--- config.mk ---
export PLATFORM = sky130hd
export DESIGN_NAME = mf_median9
export DESIGN_NICKNAME = d
export VERILOG_FILES = /design/src/rtl/core/mf_pkg.sv /design/src/rtl/core/mf_median9.sv
export SDC_FILE = /design/constraint.sdc
export NUM_CORES = 1
export LEC_CHECK = 0
export ABC_AREA = 1
export BUFFER_PORTS_ARGS = -buffer_cell sky130_fd_sc_hd__buf_2
export CAP_MARGIN = 40
export CORE_MARGIN = 2
export CORE_UTILIZATION = 55
export DETAILED_ROUTE_END_ITERATION = 12
export GPL_TIMING_DRIVEN = 0
export PLACE_DENSITY = 0.87
export SLEW_MARGIN = 20
export SYNTH_ARGS = -nofsm -noshare
export SYNTH_HDL_FRONTEND = slang
export SYNTH_SLANG_ARGS = --single-unit
--- constraint.sdc ---
create_clock -name vclk -period 35.6
set_input_delay 0 -clock vclk [all_inputs]
set_output_delay 0 -clock vclk [all_outputs]
set_load 0.005 [all_outputs]
--- src/rtl/core/mf_pkg.sv ---
// Shared types and constants for the 3x3 median filter.
`timescale 1ns / 1ps

package mf_pkg;

	localparam int unsigned PIX_W       = 8;
	localparam int unsigned WIDTH_REG_W = 11;
	localparam int unsigned HEIGHT_W    = 12;
	localparam int unsigned CFG_DATA_W  = 12;
	localparam int unsigned CFG_IDX_W   = 1;

	localparam int unsigned RESET_WIDTH  = 640;
	localparam int unsigned RESET_HEIGHT = 480;

	typedef enum logic [CFG_IDX_W-1:0] {
		REG_WIDTH  = 1'b0,
		REG_HEIGHT = 1'b1
	} mf_reg_t;

	typedef logic [PIX_W-1:0] mf_pix_t;

	// One window column: [0] top row, [1] middle row, [2] bottom row.
	typedef logic [2:0][PIX_W-1:0] mf_col_t;

	// Per-beat decisions made when the beat is accepted.
	typedef struct packed {
		logic keep;
		logic is_flush;
		logic emit;
		logic last;
		logic median_en;
		logic col_zero;
		logic edge_upd;
	} mf_flags_t;

	// Refresh of the last-column value after a width change.
	typedef struct packed {
		logic rd;
		logic ld;
	} mf_reload_t;

endpackage

--- src/rtl/core/mf_median9.sv ---
// Median of a 3x3 window by sorting columns and combining their ranks.
`timescale 1ns / 1ps

module mf_median9 import mf_pkg::*; (
	input  mf_col_t col_a,
	input  mf_col_t col_b,
	input  mf_col_t col_c,
	output mf_pix_t med
);

	function automatic mf_col_t sort3(input mf_col_t v);
		mf_pix_t a;
		mf_pix_t b;
		mf_pix_t c;
		mf_pix_t t;
		mf_col_t s;
		a = v[0];
		b = v[1];
		c = v[2];
		if (a > b) begin
			t = a;
			a = b;
			b = t;
		end
		if (b > c) begin
			t = b;
			b = c;
			c = t;
		end
		if (a > b) begin
			t = a;
			a = b;
			b = t;
		end
		s[0] = a;
		s[1] = b;
		s[2] = c;
		return s;
	endfunction

	mf_col_t sa, sb, sc;
	mf_col_t lows, mids, highs;
	mf_col_t sl, sm, sh, fin;

	always_comb begin
		sa = sort3(col_a);
		sb = sort3(col_b);
		sc = sort3(col_c);
		lows[0]  = sa[0];
		lows[1]  = sb[0];
		lows[2]  = sc[0];
		mids[0]  = sa[1];
		mids[1]  = sb[1];
		mids[2]  = sc[1];
		highs[0] = sa[2];
		highs[1] = sb[2];
		highs[2] = sc[2];
		sl = sort3(lows);
		sm = sort3(mids);
		sh = sort3(highs);
		// The median is the middle of: largest low, middle mid, smallest high.
		fin[0] = sl[2];
		fin[1] = sm[1];
		fin[2] = sh[0];
		fin = sort3(fin);
		med = fin[1];
	end

endmodule

* Word-level counts from Yosys, hierarchy flattened *
Index checks and enable logic that the tools add are counted.

word-level totals
  register bits = 0
  input port bits = 72
  output and inout port bits = 8

operators by class
  mux-type cells = 32
  magnitude comparators = 20

operator list
  cell        number
  $mux 8      32
  $gt 8x8->1  20

* Longest topological paths before layout *
Gate-level depths: netlist of run 1.

  word-level depth = 18
  gate-level depth with buffers = 104
  mapped depth without buffers = 97

* Worst setup path before layout of run 1 *
Ideal clock, no wire load.

  path kind = input-to-output
  start = input col_a[15] (netlist bit)
  end = output med[1]
  stages = 80
  arrival = 12.399 ns
  buffers on the path = 8
  setup slack = 23.201 ns
  required time = 35.600 ns
  path through = inv_1 ha_1 nand2_1 nor2_1 nand4_1 nand2_1 clkbuf_1 clkbuf_1 a21oi_1 ha_1 nand2_1 o21ai_0 nand2_1 nand2_1 nand2_1 inv_1 clkbuf_1 clkbuf_1 (+44 left out) a211oi_1 nand2_4 nand2_8 buf_6 nand2_2 and2_1 ha_1 nand2_1 o31ai_2 inv_1 nand2_1 nand2_1 ha_1 nand4_1 o31ai_1 inv_1 o211ai_1 nand2_1

between the ends
  cells in the longest elaborated chain, start to end = 18

RTL lines
  item                line              text
  start: declaration  mf_median9.sv:5   input mf_col_t col_a,
  $gt 8x8->1          mf_median9.sv:20  if (a > b) begin
  $mux 8              mf_median9.sv:20
  $gt 8x8->1          mf_median9.sv:25  if (b > c) begin
  $mux 8              mf_median9.sv:25
  $gt 8x8->1          mf_median9.sv:30  if (a > b) begin
  $mux 8              mf_median9.sv:30
  $gt 8x8->1          mf_median9.sv:20
  $mux 8              mf_median9.sv:20
  (+2 left out)       --
  $gt 8x8->1          mf_median9.sv:30
  $mux 8              mf_median9.sv:30
  $gt 8x8->1          mf_median9.sv:20
  $mux 8              mf_median9.sv:20
  $gt 8x8->1          mf_median9.sv:25
  $mux 8              mf_median9.sv:25
  $gt 8x8->1          mf_median9.sv:30
  $mux 8 *            mf_median9.sv:30
  end: declaration    mf_median9.sv:8   output mf_pix_t med

Every way passes the cells marked *; elsewhere a longest branch is shown, timed or not.

* Final worst setup path of run 1 *
  start = input col_a[15] (netlist bit)
  end = output med[5]

Same word-level chain as after synthesis.

==> impl_metrics.toml, run 1 <==
[status]
status = "complete, no violations"

[critical_path]
crit_slowest_cell = "o31ai_1"
endpoint_kind = "primary output"
critPathKind = "in -> out"
max_stage_delay_ns = 0.60
worstPathArrival_ns = 14.71
worst-path-buf-inv = 21
start_kind = "input pin"
crit_family = "simple AND/OR/NAND/NOR gates"
crit_fanout = 10
cp.required_ns = 35.60
critPathMostFrequentCell = "nand2_1"

[detailed_routing]
drtPass1Iterations = 8
drt_wl_total_um = 18400
ant_nets = 0
drt_iter0_markers = 803
drc = 0
vias = 8095
viasPerCell = 5.73
wire_per_inst_um = 13.0

[die]
core-area_mm2 = 0.0119
start_util = 0.557
io_pins = 80
rows = 40
dieHeight_um = 114
design.die.area_mm2 = 0.0130
die_w_um = 114

[logic_synthesis]
yosysWarnings = 0
synth_top_family_by_area = "simple AND/OR/NAND/NOR gates"
muxShareOfSynthArea = 0
syn-instance-count = 1184
avgSynthCellArea_um2 = 5.61
yosysSeqAreaShare = 0
synth_compound_area_frac = 0.256
synthAdderAreaFrac = 0.288
synthesis.area_mm2 = 0.00664
synth_xor_area_frac = 0
yosys.area_share.simple = 0.359
syn_nets = 1409
synth_cell_type_count = 40

[timing]
slew_violations = 0
timing.setup.tns_ns = 0
fin_crit_sh = 0.413
relSlewSlack = 0.536
finalSetupViolations = 0
grt_setup_unrepaired = "no"
hold_viol = 0
layout_min_cycle_time_ns = 14.71
worst_pin_slew_ns = 0.688
fmax_ghz = 0.0680

[min_path]
min_from = "col_c[20]"
hold_depth = 12
hold_path.class = "in -> out"
min_to = "med[4]"

[placement]
port_buffers = 80
gp_congestion = 0.970
dp_hpwl_um = 16100

[cts]
postCtsSetupRepairBufs = 0
holdBufCountCts = 0
cts_resized = 0

[final_layout]
area_delta_synth_final_pct = 8.99
clock_buffers = 0
n_antenna_cell = 0
mostFrequentLayoutCells = "nand2_1, o21ai_0, ha_1"
n_sequential_cell = 0
layout_commonest_cell = "nand2_1"
register_area_um2 = 0
layout-drive-gt1-share = 0.111
nNetsFinal = 1493

[global_routing]
antenna_found_initial = 0
gr-total-overflow = 0
grt_use_total = 0.286
grt_pass1_vias = 7274
grt_max_degree = 11
grt_pass1_wl_um = 31600

[flow_run]
cap_violations = 0
## cells in the mapped netlist (all sizes together)
library cell | number | area share
a211o | 1 | 0.0013
a211oi | 12 | 0.014
a21o | 1 | 0.0011
a21oi | 77 | 0.059
a32oi | 4 | 0.0053
and2 | 3 | 0.0028
buf | 5 | 0.0064
clkbuf | 31 | 0.018
ha | 153 | 0.29
inv | 128 | 0.072
nand2 | 409 | 0.25
nand3 | 62 | 0.054
nand3b | 1 | 0.0011
nand4 | 13 | 0.016
nor2 | 60 | 0.035
nor3 | 1 | 0.00075
nor4 | 1 | 0.00094
o211a | 1 | 0.0015
o211ai | 3 | 0.0034
o21a | 4 | 0.0045
o21ai | 205 | 0.16
o21bai | 3 | 0.0034
o221ai | 2 | 0.0026
o31ai | 2 | 0.0030
or2 | 2 | 0.0019
## cell type report
type,instances,area (µm²)
buffer,36,159
timing repair buffer,82,413
multi-input combinational,1020,6000
inverter,128,480
tap,147,184
fill,1187,4680
## how the worst max path moves through the flow
stage | from | end | slack (ns) | depth (start not counted)
floorplan | col_a[15] | med[1] | 23.20 | 80
global placement | col_a[15] | med[5] | 20.92 | 82
detailed placement | col_a[15] | med[5] | 20.96 | 82
CTS | col_a[15] | med[5] | 20.92 | 82
global route | col_a[15] | med[1] | 19.23 | 85
finish | col_a[15] | med[5] | 20.89 | 85
## per-stage QoR
stage / worst slack [ns] / area [µm²] / utilization / instances / hold slack [ns]
after detailed placement: 20.96 / 7230 / 0.607 / 1412 / 1.12
after global placement: 20.92 / 7220 / 0.606 / 1411 / 1.10
after global routing: 19.23 / 7230 / 0.607 / 1413 / 1.25
final: 20.89 / 7230 / 0.607 / 1413 / 1.14
after CTS: 20.92 / 7230 / 0.607 / 1412 / 1.12
after floorplan: 23.20 / 6640 / - / 1184 / 0.665
## cells by family (layout without fill, tap and decap cells)
group	Yosys count	after routing
buffers and inverters	164	246
and+or+nand+nor	552	552
AOI/OAI and AO/OA	315	315
adders and majority gates	153	153
## tightest hold or removal path, cell delays in order
cell     delay (ns)
buf_2          0.07
inv_1          0.06
nand2_1        0.06
o21ai_0        0.11
nand2_1        0.08
o21ai_0        0.13
nand2_1        0.08
o21ai_0        0.18
nand2_1        0.13
nand3_1        0.07
nand2_1        0.07
buf_2          0.11
## routing by layer
layer | track usage | up-vias | share of wire
met3 | 0.0239 | 40 | 0.066
li1 | - | 4166 | -
met2 | 0.499 | 296 | 0.46
met5 | 0 | - | 0
met1 | 0.384 | 3593 | 0.46
met4 | 0.0618 | 0 | 0.022
Power of run 1 is not shown: default switching activity piles up to over one toggle a cycle in this logic, so the estimate is an artifact.
==> run 2: changes to the inputs <==
--- a/config.mk
+++ b/config.mk
@@ -12,7 +12,7 @@
 export CORE_UTILIZATION = 55
 export DETAILED_ROUTE_END_ITERATION = 12
 export GPL_TIMING_DRIVEN = 0
-export PLACE_DENSITY = 0.87
+export PLACE_DENSITY = 0.9
 export SLEW_MARGIN = 20
 export SYNTH_ARGS = -nofsm -noshare
 export SYNTH_HDL_FRONTEND = slang
==> constraint.sdc (replaced) <==
create_clock -name vclk -period 12.4
set_input_delay 0 -clock vclk [all_inputs]
set_output_delay 0 -clock vclk [all_outputs]
set_load 0.005 [all_outputs]
==> impl_metrics.toml, run 2 (synthesis results as in run 1) <==
[status]
status = "complete, no violations"

[min_path]
hold_path.class = "in -> out"
hold_depth = 12
min_to = "med[4]"
min_from = "col_c[20]"

[detailed_routing]
drt_wl_total_um = 21700
wire_per_inst_um = 15.1
vias = 8733
drc = 0
drt_iter0_markers = 943
ant_nets = 0
viasPerCell = 6.09
drtPass1Iterations = 8

[flow_run]
cap_violations = 0

[final_layout]
layout_commonest_cell = "nand2_1"
area_delta_synth_final_pct = 21.3
layout-drive-gt1-share = 0.209
mostFrequentLayoutCells = "nand2_1, o21ai_0, ha_1"
register_area_um2 = 0
clock_buffers = 0
fill_cells = 980
n_sequential_cell = 0
nNetsFinal = 1514
n_antenna_cell = 0
final_util = 0.676
final_area_mm2 = 0.00805
final_cells = 1434

[die]
start_util = 0.557
core-area_mm2 = 0.0119
die_w_um = 114
io_pins = 80
design.die.area_mm2 = 0.0130
rows = 40
dieHeight_um = 114

[critical_path]
endpoint_kind = "primary output"
start_kind = "input pin"
max_stage_delay_ns = 0.35
critPathKind = "in -> out"
crit_fanout = 10
cp.required_ns = 12.40
crit_slowest_cell = "ha_1"
worstPathArrival_ns = 12.35

[timing]
slew_violations = 0
finalSetupViolations = 0
fmax_ghz = 0.0810
worst_pin_slew_ns = 0.870
fin_crit_sh = 0.996
layout_min_cycle_time_ns = 12.35
timing.setup.tns_ns = 0
hold_viol = 0
relSlewSlack = 0.414

[cts]
holdBufCountCts = 0

[placement]
gp_congestion = 0.984
place_area_mm2 = 0.00723
dp_hpwl_um = 16300
dp.cells = 1412
port_buffers = 80

[global_routing]
grt_use_total = 0.289
antenna_found_initial = 0
grt_pass1_vias = 7447
grt_pass1_wl_um = 31900
gr-total-overflow = 0
grt_max_degree = 12
==> run 2: cell count changes in the layout (fill, tap and decap cells not counted), moves of 8 or more <==
cell      before  now
nand2_2       22   30
nand2_1      382  372
o21ai_1        3   19
ha_4           0   14
clkbuf_1      31   14
a21oi_1       76   60
o21ai_0      196  155
ha_1         153  139
inv_1        123  114
a21oi_2        1   12
o21ai_2        6   29
buf_4          1   23
==> run 2: repair_timing <==
item	in CTS	in global routing
gates cloned	0	1
pin swaps	6	33
buffers inserted	8	14
setup endpoints to repair	8	8
resized for setup	58	151
==> run 2: final cells by class <==
| type | instances | area [µm²] | share of cell area |
|---|---|---|---|
| Inverter | 128 | 489 | 0.0608 |
| Multi-Input combinational cell | 1020 | 6530 | 0.811 |
| Timing Repair Buffer | 104 | 602 | 0.0748 |
| Tap cell | 147 | 184 | 0.0228 |
| Buffer | 35 | 245 | 0.0305 |
==> run 2: worst max path at each step <==
stage                   start      to  slack, ns  cells after the start
finish              col_a[13]  med[6]       0.05                     82
global route        col_a[14]  med[5]      -0.53                     84
CTS                 col_a[15]  med[5]      0.009                     90
detailed placement  col_a[15]  med[5]      -2.19                     82
global placement    col_a[15]  med[5]      -2.27                     86
floorplan           col_a[15]  med[1]     0.0005                     80
==> run 2: worst max-delay path: cells and delay by family <==
kind,cells,cell delay (ns)
fa+ha+maj,9,2.47
simple gates,36,3.72
buf+inv,18,2.33
compound gates,19,3.77
==> run 2: stage by stage <==
stage               hold WS (ns)  setup WS [ns]
finish                      1.18         0.0545
global route                1.27         -0.528
CTS                         1.12        0.00932
detailed placement          1.11          -2.19
global placement            1.08          -2.27
floorplan                  0.665       0.000533
==> run 2: per-layer routing <==
layer  wire [µm]  track usage
met1        8450        0.363
met3        1940       0.0292
met5           0            0
met4         986       0.0967
met2       10300        0.516
Power of run 2 is left out for the same reason.
