==> src/rtl/core/mf_pkg.sv <==
// Shared types and constants for the 3x3 median filter.
`timescale 1ns / 1ps

package mf_pkg;

	localparam int unsigned PIX_W       = 8;
	localparam int unsigned WIDTH_REG_W = 11;
	localparam int unsigned HEIGHT_W    = 12;
	localparam int unsigned CFG_DATA_W  = 12;
	localparam int unsigned CFG_IDX_W   = 1;

	localparam int unsigned RESET_WIDTH  = 640;
	localparam int unsigned RESET_HEIGHT = 480;

	typedef enum logic [CFG_IDX_W-1:0] {
		REG_WIDTH  = 1'b0,
		REG_HEIGHT = 1'b1
	} mf_reg_t;

	typedef logic [PIX_W-1:0] mf_pix_t;

	// One window column: [0] top row, [1] middle row, [2] bottom row.
	typedef logic [2:0][PIX_W-1:0] mf_col_t;

	// Per-beat decisions made when the beat is accepted.
	typedef struct packed {
		logic keep;
		logic is_flush;
		logic emit;
		logic last;
		logic median_en;
		logic col_zero;
		logic edge_upd;
	} mf_flags_t;

	// Refresh of the last-column value after a width change.
	typedef struct packed {
		logic rd;
		logic ld;
	} mf_reload_t;

endpackage

==> src/rtl/core/mf_ctrl.sv <==
// Frame position counters, drain control and size registers.
`timescale 1ns / 1ps

module mf_ctrl import mf_pkg::*; #(
	parameter int unsigned MAX_WIDTH = 1024
) (
	input  logic                         clk,
	input  logic                         arst_n,
	input  logic                         wr_en,
	input  logic [CFG_IDX_W-1:0]         wr_index,
	input  logic [CFG_DATA_W-1:0]        wr_data,
	input  logic                         accept,
	input  logic                         flush,
	output logic [$clog2(MAX_WIDTH)-1:0] col,
	output logic [$clog2(MAX_WIDTH)-1:0] last_col,
	output mf_flags_t                    flags,
	output mf_reload_t                   reload
);

	localparam int unsigned CW = $clog2(MAX_WIDTH);
	localparam int unsigned WW = $clog2(MAX_WIDTH + 1);
	localparam int unsigned PW = $clog2(MAX_WIDTH + 2);
	localparam int unsigned XW = WW + 1;
	localparam int unsigned VW = (WW > WIDTH_REG_W) ? WW : WIDTH_REG_W;
	localparam int unsigned RW = HEIGHT_W + 1;

	function automatic logic [WW-1:0] clamp_w(input logic [WIDTH_REG_W-1:0] v);
		logic [VW-1:0] ext;
		ext = VW'(v);
		if (ext == '0) begin
			ext = VW'(1);
		end else if (ext > VW'(MAX_WIDTH)) begin
			ext = VW'(MAX_WIDTH);
		end
		return WW'(ext);
	endfunction

	logic [WW-1:0]       w_q;
	logic [HEIGHT_W-1:0] h_q;
	logic [CW-1:0]       col_q;
	logic [HEIGHT_W-1:0] row_q;
	logic [PW-1:0]       pend_q;
	logic                reload_rd_q;
	logic                reload_ld_q;

	logic                draining;
	logic                restart;
	logic [CW-1:0]       c;
	logic [HEIGHT_W-1:0] r;
	logic [PW-1:0]       pend;
	logic [XW-1:0]       c1;
	logic [RW-1:0]       r1;
	logic                wrap;
	logic                hwrap;
	logic [WW-1:0]       w_m1;

	always_comb begin
		draining = (pend_q != '0);
		restart  = !flush && draining;
		c        = restart ? '0 : col_q;
		r        = restart ? '0 : row_q;
		pend     = restart ? '0 : pend_q;
		c1       = XW'(c) + XW'(1);
		r1       = RW'(r) + RW'(1);
		wrap     = (c1 >= XW'(w_q));
		hwrap    = (r1 >= RW'(h_q));
		w_m1     = w_q - WW'(1);

		flags.keep     = !(flush && !draining);
		flags.is_flush = flush;
		flags.last     = flush && (pend == PW'(1));
		if (flush) begin
			flags.emit = (h_q >= HEIGHT_W'(2)) || (pend <= PW'(w_q));
		end else begin
			flags.emit = (r >= HEIGHT_W'(2)) || ((r == HEIGHT_W'(1)) && (c != '0));
		end
		flags.median_en = !flush && (XW'(c) >= XW'(3)) && (XW'(c) + XW'(2) <= XW'(w_q))
			&& (r >= HEIGHT_W'(3)) && (RW'(r) + RW'(2) <= RW'(h_q));
		flags.col_zero = (c == '0);
		flags.edge_upd = (c1 == XW'(w_q));

		col      = c;
		last_col = w_m1[CW-1:0];
		reload.rd = reload_rd_q;
		reload.ld = reload_ld_q;
	end

	always_ff @(posedge clk or negedge arst_n) begin
		if (!arst_n) begin
			w_q         <= clamp_w(WIDTH_REG_W'(RESET_WIDTH));
			h_q         <= HEIGHT_W'(RESET_HEIGHT);
			col_q       <= '0;
			row_q       <= '0;
			pend_q      <= '0;
			reload_rd_q <= 1'b0;
			reload_ld_q <= 1'b0;
		end else begin
			reload_rd_q <= 1'b0;
			reload_ld_q <= reload_rd_q;
			if (wr_en) begin
				case (wr_index)
					REG_WIDTH: begin
						w_q         <= clamp_w(wr_data[WIDTH_REG_W-1:0]);
						reload_rd_q <= 1'b1;
					end
					REG_HEIGHT: begin
						h_q <= (wr_data[HEIGHT_W-1:0] == '0) ? HEIGHT_W'(1)
							: wr_data[HEIGHT_W-1:0];
					end
					default: begin
					end
				endcase
			end
			if (accept && flags.keep) begin
				if (flush) begin
					pend_q <= pend - PW'(1);
					col_q  <= (wrap || flags.last) ? '0 : c1[CW-1:0];
				end else if (wrap) begin
					col_q <= '0;
					if (hwrap) begin
						row_q  <= '0;
						pend_q <= PW'(w_q) + PW'(1);
					end else begin
						row_q  <= r1[HEIGHT_W-1:0];
						pend_q <= pend;
					end
				end else begin
					col_q  <= c1[CW-1:0];
					row_q  <= r;
					pend_q <= pend;
				end
			end
		end
	end

endmodule
==> config.mk <==
export PLATFORM = sky130hd
export DESIGN_NAME = mf_ctrl
export DESIGN_NICKNAME = d
export VERILOG_FILES = /design/src/rtl/core/mf_pkg.sv /design/src/rtl/core/mf_ctrl.sv
export SDC_FILE = /design/constraint.sdc
export NUM_CORES = 1
export LEC_CHECK = 0
export BUFFER_PORTS_ARGS = -buffer_cell sky130_fd_sc_hd__buf_2
export CAP_MARGIN = 20
export CORE_AREA = 2 2 102 104
export CTS_CLUSTER_DIAMETER = 100
export CTS_CLUSTER_SIZE = 24
export DETAILED_ROUTE_END_ITERATION = 10
export DIE_AREA = 0 0 104 106
export PLACE_DENSITY = 0.85
export SYNTH_ARGS = -nofsm -noshare
export SYNTH_HDL_FRONTEND = slang
export SYNTH_SLANG_ARGS = --single-unit
==> constraint.sdc <==
create_clock -name clk -period 7.02 [get_ports clk]
set_input_delay 1.053 -clock clk [delete_from_list [all_inputs] [get_ports clk]]
set_output_delay 1.053 -clock clk [all_outputs]
set_load 0.02 [all_outputs]
After elaboration in Yosys (flattened, before gate mapping)
Index checks and enable logic that the tools add are counted.
{ "op_classes": {"reduce_logical": 23, "bitwise_logic": 2, "addsub": 7, "magnitude_cmp": 10, "eq_ne": 3, "n_mux": 17} }
{ "op_table": {"columns": ["cell", "n"], "rows": [
  ["11-bit 2-to-1 mux", 6],
  ["12-bit 2-to-1 mux", 4],
  ["10-bit 2-to-1 mux", 4],
  ["12-bit by 2-bit >= comparator with 1-bit output (second input constant)", 3],
  ["11-bit less-or-equal comparator", 2],
  ["12-bit by 1-bit adder with 13-bit output (second input constant)", 1],
  ["12-bit by 2-bit adder with 13-bit output (second input constant)", 1],
  ["13-bit by 12-bit >= comparator with 1-bit output", 1],
  ["13-bit by 12-bit less-or-equal comparator with 1-bit output", 1],
  ["12-bit by 1-bit == test with 1-bit output (second input constant)", 1],
  ["12-bit logical NOT", 1],
  ["10-bit by 1-bit adder with 11-bit output (second input constant)", 1],
  ["10-bit by 2-bit adder with 11-bit output (second input constant)", 1],
  ["11-bit by 1-bit adder with 11-bit output (second input constant)", 1],
  ["11-bit by 1-bit == test with 1-bit output (second input constant)", 1],
  ["11-bit == test", 1],
  ["11-bit >= comparator", 1],
  ["11-bit greater-than comparator (second input constant)", 1],
  ["11-bit logical NOT", 1],
  ["11-bit nonzero test", 1],
  ["11-bit by 1-bit subtractor with 11-bit output (second input constant)", 1],
  ["10-bit by 2-bit >= comparator with 1-bit output (second input constant)", 1],
  ["10-bit logical NOT", 1],
  ["10-bit nonzero test", 1],
  ["other kinds (7)", 24]
]} }
{ "totals": {"elab_cells": 69, "out_inout_bits": 29, "register_bits": 58, "inputBits": 18} }

Depth between registers and ports, before layout
Gate-level depths: netlist (run 1).
{ "logic_depth": {"ltp_word": 8, "mapped_depth": 21, "mapped_depth_nobuf": 17} }

Least setup slack after synthesis (run 1)
OpenSTA, ideal clock, no wires.
{ "synth_timing": {"path_kind": "input -> output", "start": "input flush", "end": "output flags[2] (netlist bit)", "cell_stages": 15, "slack_ns": 1.698, "path_buffers": 2, "arrival_ns": 4.269, "cell_sequence": "clkbuf_1 > clkinv_1 > o41ai_4 > buf_2 > nand2_1 > inv_1 > ha_1 > and3_1 > nand3_1 > xor2_1 > nor2_1 > ha_1 > nand4_1 > o32a_1 > a211oi_1"} }
{ "synth_rtl": {"columns": ["element", "line", "source"], "rows": [
  ["from (decl)", "mf_ctrl.sv:13", "input logic flush,"],
  ["to (decl)", "mf_ctrl.sv:16", "output mf_flags_t flags,"]
]} }

==> reports/results.ini, run 1 <==
[yosys]
synthesis.area_um2 = 5490
ys_types = 64
synth_fp_nets = 753
syn_avg_cell_area_um2 = 8.23
yosysWarnings = 0
ys.flop_type = dfrtp_1
synth-edff-count = 0
ys_ff_latch = 58
netlist_instances = 667
yosysSeqAreaShare_pct = 26.6
async_flop_share_pct = 100

[route]
dr.first_iter.drc_count = 337
dr.pass1.iters = 7
wirelength_mm = 15.0
via_count = 5151
detail-route-antenna-nets = 0
wl_per_cell_um = 18.0
post-route-drc-count = 0
vias_per_cell = 6.17

[clock_tree]
root_buffer = clkbuf_8
clkTransAtPathRegs_ps = 80
cts_tree = built
clkLatencyLatePin_ps = 370
htree_levels = 3
post_cts_resized = 0
cts_hold_buf = 0
cts_buffers = 9
cts_setup_buffers = 0
clockBufferDepth = 2
clock-sinks = 58

[sta]
rsz0062_at_grt = no
hold_viol_final = 0
fin_crit_ps = 6290
fin_crit_sh_pct = 89.7
clock_skew_ps = 14.6
relSlewSlack_pct = 29.3
worst_slew_pin_slew_ps = 1050
fin_tns_setup_ps = 0
setup_ws_ps = 726
max_freq_mhz = 159
drv_slew = 0
setup_viol = 0

[power_and_ir_drop]
p_leak_nw = 2.75
p_clk_share_pct = 28.2
power.density_nw_per_um2 = 217
p_total_mw = 1.30
switchingPower_mw = 0.529
swShare_pct = 40.7
p_int_mw = 0.771
pwr-share-seq_pct = 34.4
peakVddDrop_mv = 0.114
combPwrFrac_pct = 37.4

[die]
dieWidth_um = 104
ios = 47
die_area_um2 = 11000
fp.dieH_um = 106
fp.coreArea_um2 = 10000
num_rows = 37
initial_core_util_pct = 54.9

[critical_path]
max_stage_delay_ps = 960
cp.required_ps = 5970
crit_chain = or4_1 > o41ai_4 > nand2_1 > inv_1 > ha_1 > nand2_1 > nor2_1 > xnor2_1 > nor2_1 > ha_1 > nand4_1 > or3_1 > o21ai_0 > a21oi_1 > a211oi_1 > buf_2
r2r_cells = 17
r2r-start = pend_q[5]$_DFFE_PN0P_
crit_path_end_kind = primary output
arrival_ps = 5240
worstSetupStartpointType = flip-flop
r2r_end = pend_q[7]$_DFFE_PN0P_
regToRegSetupSlack_ps = 1060
cpMaxStageDelayCell = o41ai_4
path_class = flip-flop to primary output
crit_fanout = 19

[worst_hold_path]
min_path_cells = 0
min-delay-start = reload_rd_q$_DFF_PN0_
holdPathEnd = reload_ld_q$_DFF_PN0_
min_path_type = flip-flop to flip-flop

[final_layout]
finalInstanceArea_um2 = 6000
multi_input_area_um2 = 3690
layout_common_cells = ha_1 (68), nand2_1 (60), dfrtp_1 (52)
drive_gt1_share_pct = 14.0
nets = 780
regArea_um2 = 1460
final_common_cell = ha_1
antenna_cells = 0
fillers = 937
syn2layout_area_growth_pct = 9.28

[placement]
placed_area_um2 = 5760
port_buffers = 46
routabilityCongestion = 0.927
place_hpwl_mm = 11.5
post-place-ws_ps = 1150

[global_route]
track_usage_pct = 27.9
antenna_found_initial = 0
grt_start_max_net_pins = 59
grt_pass1_vias = 5023
grt_overflow_total = 0
grt_pass1_wl_mm = 24.9

[run_status]
status = finished clean

[run]
cap_violations = 0

-- synthesized netlist by cell type (4+ instances only) --
library cell  number  area, um^2
ha_1              68         851
xnor2_1           33         289
mux2_2            12         135
dfrtp_1           52        1300
or2_2              5        31.3
nand4_1           18         113
a21oi_1           23         115
nor4_1            10        62.6
o211ai_1           6        45.0
a221oi_1           5        43.8
xor2_1            13         114
o221ai_1           8        70.1
nand3_1           34         170
o21ai_0           37         185
o21a_1             5        37.5
a21o_1             4        30.0
or3_1              8        50.1
clkbuf_1          22        82.6
o31ai_1            8        60.1
nand2_1           60         225
nand3b_1          13        97.6
a22o_1             4        35.0
nor2b_1            5        31.3
buf_1              5        18.8
and2_1            12        75.1
and3_1             7        43.8
nand2b_1           5        31.3
a211oi_1           9        67.6
o22ai_1            5        31.3
dfstp_2            6         158
nor3_1            18        90.1
nor2_1            50         188
inv_1             48         180
-- how the worst max path moves through the flow --
stage / start / end / slack, ps
after floorplan: flush / flags[2] / 1700
after global placement: flush / flags[2] / 1340
after detailed placement: flush / flags[2] / 1150
after CTS: pend_q[5]$_DFFE_PN0P_ / flags[2] / 770
after global routing: pend_q[5]$_DFFE_PN0P_ / flags[2] / 360
final: pend_q[5]$_DFFE_PN0P_ / flags[2] / 730
-- layer usage --
layer | up-vias | global-route usage (%) | part of all wire [%] | wire length, um
li1 | 2460 | - | - | -
met1 | 2441 | 36.3 | 43 | 6400
met2 | 219 | 47.7 | 48 | 7240
met3 | 31 | 3.31 | 6.7 | 1000
met4 | 0 | 10.6 | 2.6 | 388
met5 | - | 0 | 0 | 0
-- layout make-up --
cell class | instances | share of cell area (%)
multi-input cells | 524 | 61.5
inverters | 51 | 3.19
repair buffers | 50 | 4.34
clock inverters | 7 | 1.71
flip-flops and latches | 58 | 24.3
well taps | 136 | 2.84
clock buffers | 9 | 2.07
-- worst max-delay path, delay by kind of cell (launching register included) --
family,cells,cell delay [ps]
XOR/XNOR,1,130
buffers and inverters,2,420
AND/OR/NAND/NOR,7,1790
adder cells (fa/ha/maj),2,650
AO/OA/AOI/OAI,4,1420
flip-flops,1,460
-- power by group through the flow --
stage	Sequential, mW	Clock [mW]	Combinational (mW)
4_1_cts	0.444	0.367	0.481
5_1_grt	0.454	0.379	0.540
3_3_place_gp	0.448	0	0.459
2_1_floorplan	0.423	0	0.370
3_5_place_dp	0.451	0	0.476
6_report	0.448	0.366	0.486
-- stage by stage --
| stage | util (%) | hold slack (ps) | std cells |
|---|---|---|---|
| 5_1_grt | 60.0 | 388 | 835 |
| 4_1_cts | 59.9 | 372 | 834 |
| 2_1_floorplan | - | 355 | 667 |
| 3_5_place_dp | 57.6 | 354 | 818 |
| 6_report | 60.0 | 370 | 835 |
| 3_3_place_gp | 57.6 | 350 | 818 |
-- kinds of logic (layout without fill, tap and decap cells) --
family	count (synthesis)	in the layout	synth area share, %
flip-flops	58	58	26.6
AO/OA/AOI/OAI	139	139	17.4
buffers and inverters	85	117	6.22
AND/OR/NAND/NOR	257	257	24.2
multiplexers	13	13	2.64
XOR/XNOR	46	46	7.34
adder cells (fa/ha/maj)	69	69	15.7
-- flip-flops by register name (all words and copies together), names as in the netlist --
name         count
h_q             12
row_q           12
pend_q          11
w_q             11
col_q           10
reload_ld_q      1
reload_rd_q      1
(Power assumes the default switching activity.)
==> inputs of run 2 (changes only) <==
Settings changed: BUFFER_PORTS_ARGS -buffer_cell sky130_fd_sc_hd__buf_2 to default, DONT_BUFFER_PORTS from default to 1, PLACE_DENSITY 0.85 to 0.81.
==> run 2 against run 1 <==
  * Die area unchanged
  * Via count decreased by 2.9%
  * Clock power decreased by 9.8%
  * Core utilization decreased by 2.6 points
==> reports/results.ini, run 2 (synthesized netlist as in run 1, its figures left out) <==
[die]
dieWidth_um = 104  ; unchanged
die_area_um2 = 11000  ; unchanged
fp.dieH_um = 106  ; unchanged
fp.coreArea_um2 = 10000  ; unchanged
ios = 47  ; unchanged
initial_core_util_pct = 54.9  ; unchanged
num_rows = 37  ; unchanged

[sta]
fin_crit_sh_pct = 92.4  ; was 89.7%
fin_tns_setup_ps = 0  ; unchanged
relSlewSlack_pct = 30.3  ; was 29.3%
hold_viol_final = 0  ; unchanged
drv_slew = 0  ; unchanged
clock_skew_ps = 11.8  ; was 14.6 ps
rsz0062_at_grt = no  ; unchanged
worst_slew_pin_slew_ps = 1040  ; was 1050 ps
setup_viol = 0  ; unchanged
max_freq_mhz = 154  ; was 159 MHz
fin_crit_ps = 6490  ; was 6290 ps

[critical_path]
path_class = flip-flop to primary output  ; unchanged
max_stage_delay_ps = 960  ; about the same
cp.required_ps = 5970  ; about the same
cpMaxStageDelayCell = o41ai_4  ; unchanged
crit_fanout = 19  ; unchanged
cp.buffers_inverters = 1  ; was 2
cp_top_family = simple AND/OR/NAND/NOR gates  ; unchanged
worstSetupStartpointType = flip-flop  ; unchanged
crit_chain = or4_1 > o41ai_4 > nand2_1 > inv_1 > ha_1 > nand2_1 > nor2_1 > xnor2_1 > nor2_1 > ha_1 > nand4_1 > or3_1 > o21ai_0 > a21oi_1 > a211oi_1  ; was or4_1 > o41ai_4 > nand2_1 > inv_1 > ha_1 > nand2_1 > nor2_1 > xnor2_1 > nor2_1 > ha_1 > nand4_1 > or3_1 > o21ai_0 > a21oi_1 > a211oi_1 > buf_2
crit_path_end_kind = primary output  ; unchanged
arrival_ps = 5440  ; was 5240 ps

[global_route]
grt_start_max_net_pins = 59  ; unchanged
track_usage_pct = 28.2  ; was 27.9%
grt_pass1_vias = 5031  ; was 5023
grt_overflow_total = 0  ; unchanged
antenna_found_initial = 0  ; unchanged
grt_pass1_wl_mm = 24.9  ; about the same

[power_and_ir_drop]
p_clk_share_pct = 26.9  ; was 28.2%
p_total_mw = 1.23  ; was 1.30 mW
switchingPower_mw = 0.495  ; was 0.529 mW
peakVddDrop_mv = 0.0968  ; was 0.114 mV
power.density_nw_per_um2 = 214  ; was 217 nW/um^2
p_int_mw = 0.732  ; was 0.771 mW
swShare_pct = 40.3  ; was 40.7%
combPwrFrac_pct = 36.6  ; was 37.4%
pwr-share-seq_pct = 36.5  ; was 34.4%
p_leak_nw = 2.54  ; was 2.75 nW

[final_layout]
fillers = 891  ; was 937
antenna_cells = 0  ; unchanged
nets = 733  ; was 780
final_common_cell = ha_1  ; unchanged
syn2layout_area_growth_pct = 4.56  ; was 9.28%
layout_common_cells = ha_1 (68), nand2_1 (60), dfrtp_1 (52)  ; unchanged
drive_gt1_share_pct = 7.67  ; was 14.0%
top_regs = h_q: 12 flops, row_q: 12 flops  ; unchanged

[route]
wirelength_mm = 15.1  ; was 15.0 mm
post-route-drc-count = 0  ; unchanged
detail-route-antenna-nets = 0  ; unchanged
wl_met1_mm = 6.27  ; was 6.40 mm
wl_met2_mm = 7.16  ; was 7.24 mm
wl_per_cell_um = 19.2  ; was 18.0 um
wl_met3_mm = 1.05  ; was 1.00 mm
highest_layer = met4  ; unchanged
dr.first_iter.drc_count = 314  ; was 337
dr.pass1.iters = 5  ; was 7
vias_per_cell = 6.35  ; was 6.17
via_count = 5002  ; was 5151

[placement]
routabilityCongestion = 0.951  ; was 0.927
port_buffers = 0  ; was 46
place_hpwl_mm = 11.3  ; was 11.5 mm

[clock_tree]
clkTransAtPathRegs_ps = 70  ; was 80 ps
clkLatencyLatePin_ps = 360  ; was 370 ps
cts_tree = built  ; unchanged
clock-sinks = 58  ; unchanged
htree_levels = 3  ; unchanged
clockBufferDepth = 2  ; unchanged
root_buffer = clkbuf_8  ; unchanged
cts_hold_buf = 0  ; unchanged
cts_setup_buffers = 0  ; unchanged
post_cts_resized = 0  ; unchanged
cts_buffers = 9  ; unchanged

[run]
cap_violations = 0  ; unchanged

[run_status]
status = finished clean  ; unchanged

[worst_hold_path]
min_path_type = input pin to asynchronous set/reset pin  ; was flip-flop to flip-flop

==> run 2: metrics by stage <==
step / cell area [um^2] / instances / hold slack [ps] / utilization, % / setup WS [ps]
after floorplan: 5490 / 667 / 355 / - / 1700
after global placement: 5530 / 771 / 495 / 55.3 / 1200
after detailed placement: 5530 / 771 / 502 / 55.3 / 1060
after CTS: 5730 / 787 / 376 / 57.3 / 609
after global routing: 5740 / 788 / 365 / 57.4 / 219
final: 5740 / 788 / 383 / 57.4 / 531
==> run 2: worst paths after layout <==
check / startpoint / to / slack [ps] / depth (start not counted)
min reg2reg: w_q[10]$_DFFE_PN0P_ / w_q[10]$_DFFE_PN0P_ / 520 / 1
max in group asynchronous: arst_n / h_q[5]$_DFFE_PN1P_ / 6440 / 0
max: pend_q[5]$_DFFE_PN0P_ / flags[2] / 530 / 15
max reg2reg: pend_q[5]$_DFFE_PN0P_ / row_q[3]$_DFFE_PN0P_ / 970 / 18
min: arst_n / pend_q[2]$_DFFE_PN0P_ / 380 / 0
min in group clk: w_q[10]$_DFFE_PN0P_ / w_q[10]$_DFFE_PN0P_ / 520 / 1
==> run 2: power groups by stage <==
stage,registers (mW),logic [mW],clock network [mW]
6_report,0.448,0.449,0.330
5_1_grt,0.454,0.496,0.352
4_1_cts,0.445,0.442,0.333
3_5_place_dp,0.451,0.437,0
3_3_place_gp,0.448,0.420,0
2_1_floorplan,0.423,0.370,0
==> run 2: worst register-to-register path, stage by stage, from the launching register on <==
cell and delay [ps]:
dfrtp_1 460, or4_1 720, o41ai_4 960, nand2_1 270, inv_1 280, ha_1 310, and3_1 260, nand2_1 120
nor3_2 210, xnor2_1 160, nor2_1 60, ha_1 300, nand4_1 150, nor3_1 90, buf_4 170, or3_1 480
o31ai_2 730, nand2_1 130, o31ai_1 90
==> run 2: routing by layer <==
layer  vias up  GRT usage [%]
met3        52           6.50
met4         0           15.5
met1      2388           35.0
met5         -              0
met2       195           45.6
li1       2367              -
==> run 2: final cells by class <==
| class | count | area (um^2) | area share (%) |
|---|---|---|---|
| clock buffer | 12 | 155 | 2.70 |
| sequential | 58 | 1460 | 25.4 |
| timing repair buffer | 3 | 22.5 | 0.392 |
| multi-input combinational | 524 | 3690 | 64.3 |
| clock inverter | 4 | 50.0 | 0.872 |
| tap | 136 | 170 | 2.97 |
| inverter | 51 | 191 | 3.34 |
==> inputs of run 3 (changes only) <==
Settings changed: CORE_AREA 2 2 102 104 to 2 2 95 97, DIE_AREA 0 0 104 106 to 0 0 97 99, PLACE_DENSITY 0.81 to 0.9, SETUP_SLACK_MARGIN from default to 0.1.
==> run 3 against run 2 <==
  * Core utilization grew 9.5 points
  * Clock skew shrank 1.7 ps
  * Hold slack is essentially flat
  * Total power shrank 0.16%
  * Critical endpoint unchanged
  * Sequential share of layout area grew 0.095 points
  * Cell area shrank 0.37%
  * Non-clock buffer count grew 2
  * Via count grew 2.6%
  * First-iteration DRC count grew 41%
==> reports/results.ini, run 3 (synthesized netlist as in run 1, its figures left out) <==
[sta]
worst_slew_pin_slew_ps = 979  ; was 1040 ps
setup_ws_ps = 1050  ; was 531 ps
fin_tns_setup_ps = 0  ; unchanged
drv_slew = 0  ; unchanged
clock_skew_ps = 10.1  ; was 11.8 ps
fin_crit_ps = 5970  ; was 6490 ps
hold_viol_final = 0  ; unchanged
max_freq_mhz = 167  ; was 154 MHz
rsz0062_at_grt = no  ; unchanged
relSlewSlack_pct = 34.0  ; was 30.3%
setup_viol = 0  ; unchanged
fin_crit_sh_pct = 85.1  ; was 92.4%

[die]
die_area_um2 = 9600  ; was 11000 um^2
fp.coreArea_um2 = 8550  ; was 10000 um^2
dieWidth_um = 97  ; was 104 um
initial_core_util_pct = 64.2  ; was 54.9%
num_rows = 34  ; was 37
fp.dieH_um = 99  ; was 106 um
ios = 47  ; unchanged

[route]
via_count = 5132  ; was 5002
detail-route-antenna-nets = 0  ; unchanged
wl_per_cell_um = 19.1  ; was 19.2 um
wirelength_mm = 14.6  ; was 15.1 mm
dr.pass1.iters = 5  ; unchanged
dr.first_iter.drc_count = 443  ; was 314
post-route-drc-count = 0  ; unchanged
vias_per_cell = 6.73  ; was 6.35

[placement]
port_buffers = 0  ; unchanged
post-place-ws_ps = 1510  ; was 1060 ps
routabilityCongestion = 1.01  ; was 0.951
place_hpwl_mm = 11.0  ; was 11.3 mm

[final_layout]
drive_gt1_share_pct = 8.10  ; was 7.67%
top_regs = h_q: 12 flops, row_q: 12 flops  ; unchanged
syn2layout_area_growth_pct = 4.17  ; was 4.56%
final_common_cell = ha_1  ; unchanged
nets = 735  ; was 733
antenna_cells = 0  ; unchanged
layout_common_cells = ha_1 (68), nand2_1 (60), dfrtp_1 (52)  ; unchanged

[critical_path]
crit_fanout = 19  ; unchanged
cp.required_ps = 5970  ; about the same
crit_path_end_kind = primary output  ; unchanged
crit_chain = or4_1 > o41ai_4 > buf_4 > nand2_1 > inv_1 > ha_1 > nand2_1 > nor2_1 > xnor2_1 > nor2_1 > ha_1 > nand4_1 > or3_1 > o21ai_0 > a21oi_1 > a211oi_1  ; was or4_1 > o41ai_4 > nand2_1 > inv_1 > ha_1 > nand2_1 > nor2_1 > xnor2_1 > nor2_1 > ha_1 > nand4_1 > or3_1 > o21ai_0 > a21oi_1 > a211oi_1
path_class = flip-flop to primary output  ; unchanged
cp.buffers_inverters = 2  ; was 1
cpMaxStageDelayCell = or4_1  ; was o41ai_4
cp_top_family = simple AND/OR/NAND/NOR gates  ; unchanged
max_stage_delay_ps = 710  ; was 960 ps
arrival_ps = 4920  ; was 5440 ps
worstSetupStartpointType = flip-flop  ; unchanged

[worst_hold_path]
min_path_type = input pin to asynchronous set/reset pin  ; unchanged

[clock_tree]
cts_setup_buffers = 0  ; unchanged
cts_hold_buf = 0  ; unchanged
cts_tree = built  ; unchanged
root_buffer = clkbuf_8  ; unchanged
clock-sinks = 58  ; unchanged
post_cts_resized = 0  ; unchanged
htree_levels = 3  ; unchanged
cts_buffers = 9  ; unchanged
clkTransAtPathRegs_ps = 80  ; was 70 ps
clockBufferDepth = 2  ; unchanged
clkLatencyLatePin_ps = 350  ; was 360 ps

[power_and_ir_drop]
p_leak_nw = 2.54  ; about the same
p_clk_share_pct = 26.7  ; was 26.9%
pwr-share-seq_pct = 36.6  ; was 36.5%
peakVddDrop_mv = 0.127  ; was 0.0968 mV
power.density_nw_per_um2 = 214  ; about the same
p_int_mw = 0.723  ; was 0.732 mW
p_total_mw = 1.23  ; about the same
combPwrFrac_pct = 36.7  ; was 36.6%
switchingPower_mw = 0.502  ; was 0.495 mW
swShare_pct = 41.0  ; was 40.3%

[global_route]
antenna_found_initial = 0  ; unchanged
grt_pass1_wl_mm = 24.0  ; was 24.9 mm
track_usage_pct = 30.5  ; was 28.2%
grt_start_max_net_pins = 59  ; unchanged
grt_overflow_total = 0  ; unchanged
grt_pass1_vias = 4947  ; was 5031

[run_status]
status = finished clean  ; unchanged

[run]
cap_violations = 0  ; unchanged

## run 3: changes by cell type in the layout (fill, tap and decap cells not counted)
| cell | change |
|---|---|
| buf_4 | +2 |
| clkbuf_1 | -1 |
| clkbuf_8 | -1 |
| clkinv_4 | +1 |
| clkinvlp_4 | +1 |
## run 3: stage by stage
stage               hold slack [ps]  instance area (um^2)  util (%)  instances
floorplan                       355                  5490         -        667
global placement                497                  5510      64.4        745
detailed placement              504                  5510      64.4        745
CTS                             380                  5710      66.8        761
global route                    373                  5720      66.9        762
finish                          384                  5720      66.9        762
## run 3: routing by layer
metal,track usage [%],routed length (um),vias to the layer above
met3,6.81,1290,43
met1,40.3,6120,2396
met2,48.8,6730,304
li1,-,-,2389
met5,0,0,-
met4,12.0,442,0
## run 3: final timing paths
kind                                       startpoint                     to  slack [ps]  depth (start not counted)
worst max-delay path            pend_q[5]$_DFFE_PN0P_               flags[2]        1050                         16
worst min-delay path                           arst_n  pend_q[0]$_DFFE_PN0P_         380                          0
worst max register to register  pend_q[5]$_DFFE_PN0P_   row_q[0]$_DFFE_PN0P_        1480                         19
worst min register to register    w_q[10]$_DFFE_PN0P_    w_q[10]$_DFFE_PN0P_         520                          1
max in group asynchronous                      arst_n     w_q[7]$_DFFE_PN1P_        6440                          0
min in group clk                  w_q[10]$_DFFE_PN0P_    w_q[10]$_DFFE_PN0P_         520                          1
## run 3: power by group through the flow
stage / Combinational [mW] / Sequential (mW) / Clock [mW]
2_1_floorplan: 0.370 / 0.423 / 0
3_3_place_gp: 0.419 / 0.447 / 0
3_5_place_dp: 0.435 / 0.452 / 0
4_1_cts: 0.440 / 0.446 / 0.329
5_1_grt: 0.494 / 0.454 / 0.346
6_report: 0.449 / 0.449 / 0.327
## run 3: final cells by class
| class | instances | area (um^2) |
|---|---|---|
| Sequential cell | 58 | 1460 |
| Clock buffer | 10 | 138 |
| Timing Repair Buffer | 5 | 37.5 |
| Clock inverter | 6 | 66.3 |
| Inverter | 51 | 191 |
| Multi-Input combinational cell | 524 | 3690 |
| Tap cell | 108 | 135 |
| Fill cell | 678 | 2830 |
